$ cat config.mk
export PLATFORM = sky130hd
export DESIGN_NAME = pnh_hash_pipe
export DESIGN_NICKNAME = d
export VERILOG_FILES = /design/src/rtl/pnh_pkg.sv /design/src/rtl/pnh_hash_pipe.sv
export SDC_FILE = /design/constraint.sdc
export NUM_CORES = 2
export LEC_CHECK = 0
export ABC_CLOCK_PERIOD_IN_PS = 18200
export BUFFER_PORTS_ARGS = -buffer_cell sky130_fd_sc_hd__buf_2
export CORE_AREA = 2 2 368 370
export CTS_BUF_LIST = sky130_fd_sc_hd__clkbuf_4 sky130_fd_sc_hd__clkbuf_8
export DETAILED_ROUTE_END_ITERATION = 7
export DIE_AREA = 0 0 370 372
export PLACE_DENSITY = 0.63
export SETUP_SLACK_MARGIN = 0.1
export SYNTH_ARGS = -nofsm -noshare
export SYNTH_HDL_FRONTEND = slang
export SYNTH_SLANG_ARGS = --single-unit
$ cat constraint.sdc
create_clock -name clk -period 18.2 [get_ports clk]
set_clock_uncertainty 0.05 [all_clocks]
set_input_delay 2.73 -clock clk [delete_from_list [all_inputs] [get_ports clk]]
set_output_delay 2.73 -clock clk [all_outputs]
set_load 0.01 [all_outputs]
$ cat src/rtl/pnh_pkg.sv
// Package for the position noise hash: constants, mode codes and pipeline types.
// No dependencies; used by every module in rtl.
`timescale 1ns / 1ps
package pnh_pkg;
    localparam logic [31:0] MUL_A   = 32'hB5297A4D;
    localparam logic [31:0] ADD_B   = 32'h68E31DA4;
    localparam logic [31:0] MUL_C   = 32'h1B56C4E9;
    localparam logic [31:0] PRIME_Y = 32'd198491317;
    localparam logic [31:0] PRIME_Z = 32'd6542989;
    localparam int          DIV_BITS = 32;
    localparam int          SEED_RESET = 0;

    typedef enum logic [2:0] {
        FN_HASH1D = 3'd0,
        FN_HASH2D = 3'd1,
        FN_HASH3D = 3'd2,
        FN_RAND   = 3'd3,
        FN_RANGE  = 3'd4
    } func_t;

    // Side data that travels with a word through the divider.
    typedef struct packed {
        logic [31:0] hash;
        logic [31:0] low;
        logic        is_range;
        logic        err;
    } side_t;
endpackage

$ cat src/rtl/pnh_hash_pipe.sv
// Pipelined squirrel hash with position folding; one word per cycle while en is high.
// Depends on pnh_pkg.
`timescale 1ns / 1ps
module pnh_hash_pipe (
    input  logic               clk,
    input  logic               rst_n,
    input  logic               en,
    input  logic               in_valid,
    input  logic [2:0]         func,
    input  logic [31:0]        pos_x,
    input  logic [31:0]        pos_y,
    input  logic [31:0]        pos_z,
    input  logic [31:0]        low_bound,
    input  logic [31:0]        high_bound,
    input  logic [31:0]        seed,
    output logic               out_valid,
    output logic [31:0]        out_hash,
    output logic [31:0]        out_range,
    output logic [31:0]        out_low,
    output logic               out_is_range
);
    import pnh_pkg::*;

    // Stage regs: s1 products, s2 fold, s3 first mul, s4 mix, s5 second mul.
    logic [4:0]  v_reg;
    logic [2:0]  f_reg [1:5];
    logic [31:0] lo_reg [1:5];
    logic [31:0] r_reg [1:5];
    logic [31:0] px1_reg, py1_reg, pz1_reg;
    logic [31:0] p2_reg, m3_reg, m4_reg, m5_reg;
    logic [31:0] m3s, a4, m4x;

    assign m3s = m3_reg + seed;
    assign a4  = (m3s ^ (m3s >> 8)) + ADD_B;
    assign m4x = a4 ^ (a4 << 8);

    always_ff @(posedge clk or negedge rst_n)
    begin
        if (!rst_n)
        begin
            v_reg <= '0;
        end
        else if (en)
        begin
            v_reg <= {v_reg[3:0], in_valid};
        end
    end

    always_ff @(posedge clk)
    begin
        if (en)
        begin
            f_reg[1]  <= func;
            lo_reg[1] <= low_bound;
            r_reg[1]  <= high_bound - low_bound + 32'd1;
            for (int i = 2; i <= 5; i++)
            begin
                f_reg[i]  <= f_reg[i-1];
                lo_reg[i] <= lo_reg[i-1];
                r_reg[i]  <= r_reg[i-1];
            end
            px1_reg <= pos_x;
            py1_reg <= PRIME_Y * pos_y;
            pz1_reg <= PRIME_Z * pos_z;
            unique case (f_reg[1])
                FN_HASH2D: p2_reg <= px1_reg + py1_reg;
                FN_HASH3D: p2_reg <= px1_reg + py1_reg + pz1_reg;
                FN_RAND:   p2_reg <= PRIME_Y;
                default:   p2_reg <= px1_reg;
            endcase
            m3_reg <= p2_reg * MUL_A;
            m4_reg <= m4x;
            m5_reg <= m4_reg * MUL_C;
        end
    end

    assign out_valid    = v_reg[4];
    assign out_hash     = (f_reg[5] <= FN_RANGE) ? (m5_reg ^ (m5_reg >> 8)) : 32'd0;
    assign out_range    = r_reg[5];
    assign out_low      = lo_reg[5];
    assign out_is_range = (f_reg[5] == FN_RANGE);
endmodule

==> Word-level counts from Yosys, hierarchy flattened <==
Memories as Yosys holds them, arrays and structs flattened.
Cells that the tools add are included.
{ "word_totals": {"ff_bits": 229, "ram_bits": 335, "in_bits": 199, "out_inout_bits": 98, "word_cells": 33, "mem_count": 3} }
{ "mem_list": {"columns": ["name", "words", "width", "rd", "rd_clocked_by_memory_dff", "wr", "line_no", "text"], "rows": [
  ["lo_reg", 5, 32, 5, 0, 5, "pnh_hash_pipe.sv:27", "logic [31:0] lo_reg [1:5];"],
  ["r_reg", 5, 32, 5, 0, 5, "pnh_hash_pipe.sv:28", "logic [31:0] r_reg [1:5];"],
  ["f_reg", 5, 3, 5, 0, 5, "pnh_hash_pipe.sv:26", "logic [2:0] f_reg [1:5];"]
]} }
{ "classes": {"add_sub_neg": 6, "mul": 4, "order_cmp": 1, "eq_ne": 4, "n_mux": 4, "bitwise_logic": 3} }
{ "ops": {"columns": ["operator", "n"], "rows": [
  ["$add A32 B32 Y32", 3],
  ["$pmux W32 S3", 1],
  ["$xor A32 B24 Y32", 2],
  ["$add A32 B1 Y32 const B", 1],
  ["$add A32 B31 Y32 const B", 1],
  ["$mul A23 B32 Y32 const A", 1],
  ["$mul A28 B32 Y32 const A", 1],
  ["$mul A32 B29 Y32 const B", 1],
  ["$mul A32 B32 Y32 const B", 1],
  ["$mux W32", 1],
  ["$sub A32 B32 Y32", 1],
  ["$xor A32 B32 Y32", 1],
  ["$eq A3 B2 Y1 const B", 2],
  ["$eq A3 B1 Y1 const B", 1],
  ["$eq A3 B3 Y1 const B", 1],
  ["$le A3 B3 Y1 const B", 1],
  ["$mux W1", 2]
]} }

==> Depth between registers and ports, before layout <==
{ "depth": {"ltp_word": 4, "mapped_depth": 28, "mapped_depth_nobuf": 28} }

==> Worst setup path before layout <==
Ideal clock, no wire load.
{ "synth_timing": {"path_kind": "input-to-reg", "start": "in pos_y[9]", "end": "reg py1_reg[28] (data pin)", "setup_time_ps": 261, "arrival_time_ps": 8151, "t_required_ps": 17889, "setup_slack_ps": 9738, "cell_stages": 24, "n_path_buf": 0, "path_cell_list": "inv_1 > fa_1 > inv_1 > fa_1 > inv_1 > fa_1 > inv_1 > fa_1 > inv_1 > fa_1 > inv_1 > fa_1 > inv_1 > fa_1 > inv_1 > ha_1 > a211o_1 > a21oi_1 > nor3b_1 > o211ai_1 > nand2_1 > o31a_1 > nor3_1 > a311o_1"} }
{ "synth_between": {"elab_chain_len": 1} }
{ "synth_rtl": {"columns": ["element", "line_no", "text"], "rows": [
  ["from (decl)", "pnh_hash_pipe.sv:11", "input logic [31:0] pos_y,"],
  ["$mul A28 B32 Y32", "pnh_hash_pipe.sv:63", "py1_reg <= PRIME_Y * pos_y;"],
  ["to (signal assigned)", "pnh_hash_pipe.sv:63", null],
  ["to (decl)", "pnh_hash_pipe.sv:29", "logic [31:0] px1_reg, py1_reg, pz1_reg;"]
]} }
No other way between the ends.
A chain may end at the register's enable or synchronous reset.

==> Final worst setup path <==
Ends and elaborated chain as after synthesis.

==> results.yml <==
logic_synthesis:
  ys_async_sr_fraction_pct: 0.887
  synth_largest_type_area_fraction_pct: 28.1
  average_instance_area_after_synthesis_um2: 11.3
  synth_seq_cells: 564
  synth.top_cells.by_area: "edfxtp_1, fa_1, ha_1, inv_1, xnor2_1"
  gate_count_of_the_mapped_netlist: 5282
  synth_cell_type_count: 99
  syn_nets: 7148
  synth_flop_cell: "edfxtp_1"
  yosys-top-cells-count: "inv_1, ha_1, fa_1"
  synth-edff-count: 559
  synthMostInstantiatedCell: "inv_1"
  syn-cell-area_um2: 59800
  synth.yosys.warnings: 0
  yosysSeqAreaShare_pct: 28.3
  synth_top_area_cell: "edfxtp_1"
placed_design:
  dpl-instance-area_um2: 63000
  post-dp-hpwl_um: 113000
  place.port_buffers: 296
  globalplace.congestion: 0.912
  place_worst_setup_slack_ns: 8.93
finish:
  fillers: 12341
  final_net_count: 7465
  postLayoutCoreUtil_pct: 48.5
  flow.area_growth_from_synthesis_pct: 9.00
  postLayoutCellArea_um2: 65200
  post_route_cells_drive_above_1_share_pct: 9.01
global_route:
  gr-total-overflow: 0
  met1_usage_grt_pct: 24.3
  groute.layer.met2.usage_pct: 36.6
  globalRouteTotalUtil_pct: 20.1
  antenna_found_initial: 5
  gr-max-usage-layer: "met2"
  first_global_vias: 39722
  grt_pass1_wl_um: 213000
  grt_max_degree: 200
  grt_use_met3_pct: 2.84
clock_network:
  post-cts-setup-buffer-count: 0
  worst_skew_pair.late_latency_ns: 0.77
  post_cts_gate_resize_count: 0
  clockBufferDepth: 3
  cts_htree_levels: 3
  cts.sink_count: 564
  cts.reportedPaths.clkPinSlew_ns: 0.07
  clock-root-buffer: "clkbuf_8"
  cts.hold.buffers_added: 0
  tritoncts_clock_tree: "done"
  cts_buf_count: 97
critical_path:
  critical_path.max_stage_delay_ns: 0.57
  worst_path_most_repeated_cell: "inv_1"
  worst_path_required_time_ns: 18.69
  crit_path_start_kind: "input port"
  crit_type: "input port to flip-flop"
  end_kind: "flip-flop"
  timing.critical_path.slowest_stage_cell: "fa_1"
  worstPathMaxFanout: 10
  arrival_ns: 9.00
floorplan:
  rows: 135
  initial_utilization_pct: 44.5
  die_width_um: 370
  core_um2: 134000
  die_height_um: 372
  io_pins: 297
  design.die.area_um2: 138000
route:
  viasPerCell: 4.93
  ant_nets: 0
  drc: 0
  drt-initial-drc-count: 1699
  firstDrtPassIters: 6
  num_vias: 36832
  finalWirelength_um: 135000
  routedWlPerCell_um: 18.0
flow_run:
  timing.max_cap.violations: 0
timing:
  final_period_minus_worst_setup_slack_ns: 8.52
  setup_viol: 0
  timing.final.hold_violations: 0
  fmax_mhz: 117
  setup_total_negative_slack_ns: 0
  period_share_pct: 46.8
  final_critical_path_setup_slack_ns: 9.68
  grt_setup_unrepaired: "no"
  max_slew.worst_pin.slew_ns: 1.14
  slew_headroom_pct: 24.2
  finalMaxSlewViolations: 0
run_status:
  result_of_the_run: "finished clean"
worst_hold_path:
  worstHoldPathType: "flip-flop to flip-flop"
==> through the flow <==
stage	hold WS, ns	cells
floorplan	0.350	5282
global placement	0.350	7281
detailed placement	0.355	7281
CTS	0.332	7461
global route	0.343	7466
finish	0.338	7468
==> placed cells by master (no fill, tap or decap), types with 16 or more instances in the layout <==
cell type | netlist | layout
inv_1 | 1361 | 1361
ha_1 | 923 | 923
fa_1 | 744 | 744
edfxtp_1 | 559 | 559
xnor2_1 | 330 | 330
buf_2 | 3 | 295
a21oi_1 | 190 | 190
nor2_1 | 187 | 187
nand2_1 | 102 | 102
o21ai_0 | 98 | 98
clkbuf_8 | 0 | 97
a21o_1 | 83 | 83
xor2_1 | 80 | 80
nor3_1 | 50 | 50
nand3_1 | 40 | 40
nor2b_1 | 39 | 39
o21a_1 | 36 | 36
clkinv_1 | 0 | 30
nand2b_1 | 29 | 29
o21bai_1 | 26 | 26
clkbuf_4 | 0 | 22
a31oi_1 | 20 | 20
a211oi_1 | 16 | 16
and3_1 | 16 | 16
==> per-layer routing <==
layer	routed length, um	part of all wire (%)
met3	5070	3.8
met4	4510	3.4
met5	0	0
met2	69800	52
met1	55200	41
==> path summary, 6_finish.rpt <==
check | startpoint | end | slack, ns | cells after the start
setup / recovery | pos_y[9] | py1_reg[28] | 9.68 | 25
hold / removal | r_reg[0][36] | r_reg[0][68] | 0.34 | 0
setup reg to reg | p2_reg[7] | m3_reg[31] | 10.58 | 28
hold reg to reg | r_reg[0][36] | r_reg[0][68] | 0.34 | 0
max in group asynchronous | rst_n | v_reg[0] | 16.27 | 1
min in group asynchronous | rst_n | v_reg[3] | 1.70 | 1
==> worst max-delay path: cells and delay by family <==
family / cells / cell delay [ns]
AO/OA/AOI/OAI: 5 / 1.12
adder cells (fa/ha/maj): 8 / 3.85
buffers and inverters: 9 / 0.84
AND/OR/NAND/NOR: 3 / 0.45
==> area by class of cell <==
class                      count  area (um2)  share of cell area [%]
tap                         1781        2230                    3.42
sequential                   564       16900                    26.0
clock inverter                61         608                   0.933
timing repair buffer         311        1630                    2.50
clock buffer                 119        1500                    2.30
inverter                    1362        5110                    7.85
antenna                        7        17.5                  0.0269
multi-input combinational   3263       37200                    57.0
==> logic make-up (layout without fill, tap and decap cells) <==
family | count (synthesis) | count (layout) | share of synthesized area (%)
buffers and inverters | 1455 | 1853 | 9.56
AOI/OAI and AO/OA | 626 | 626 | 7.00
DFF | 564 | 564 | 28.3
and+or+nand+nor | 536 | 536 | 4.33
other | 0 | 7 | 0
xor gates and xnor gates | 419 | 419 | 6.32
muxes | 15 | 15 | 0.262
adders and majority gates | 1667 | 1667 | 44.2
Power is left out: the tool's default activity adds up to more than one toggle a clock period on the data nets, which glitch-free logic cannot reach.
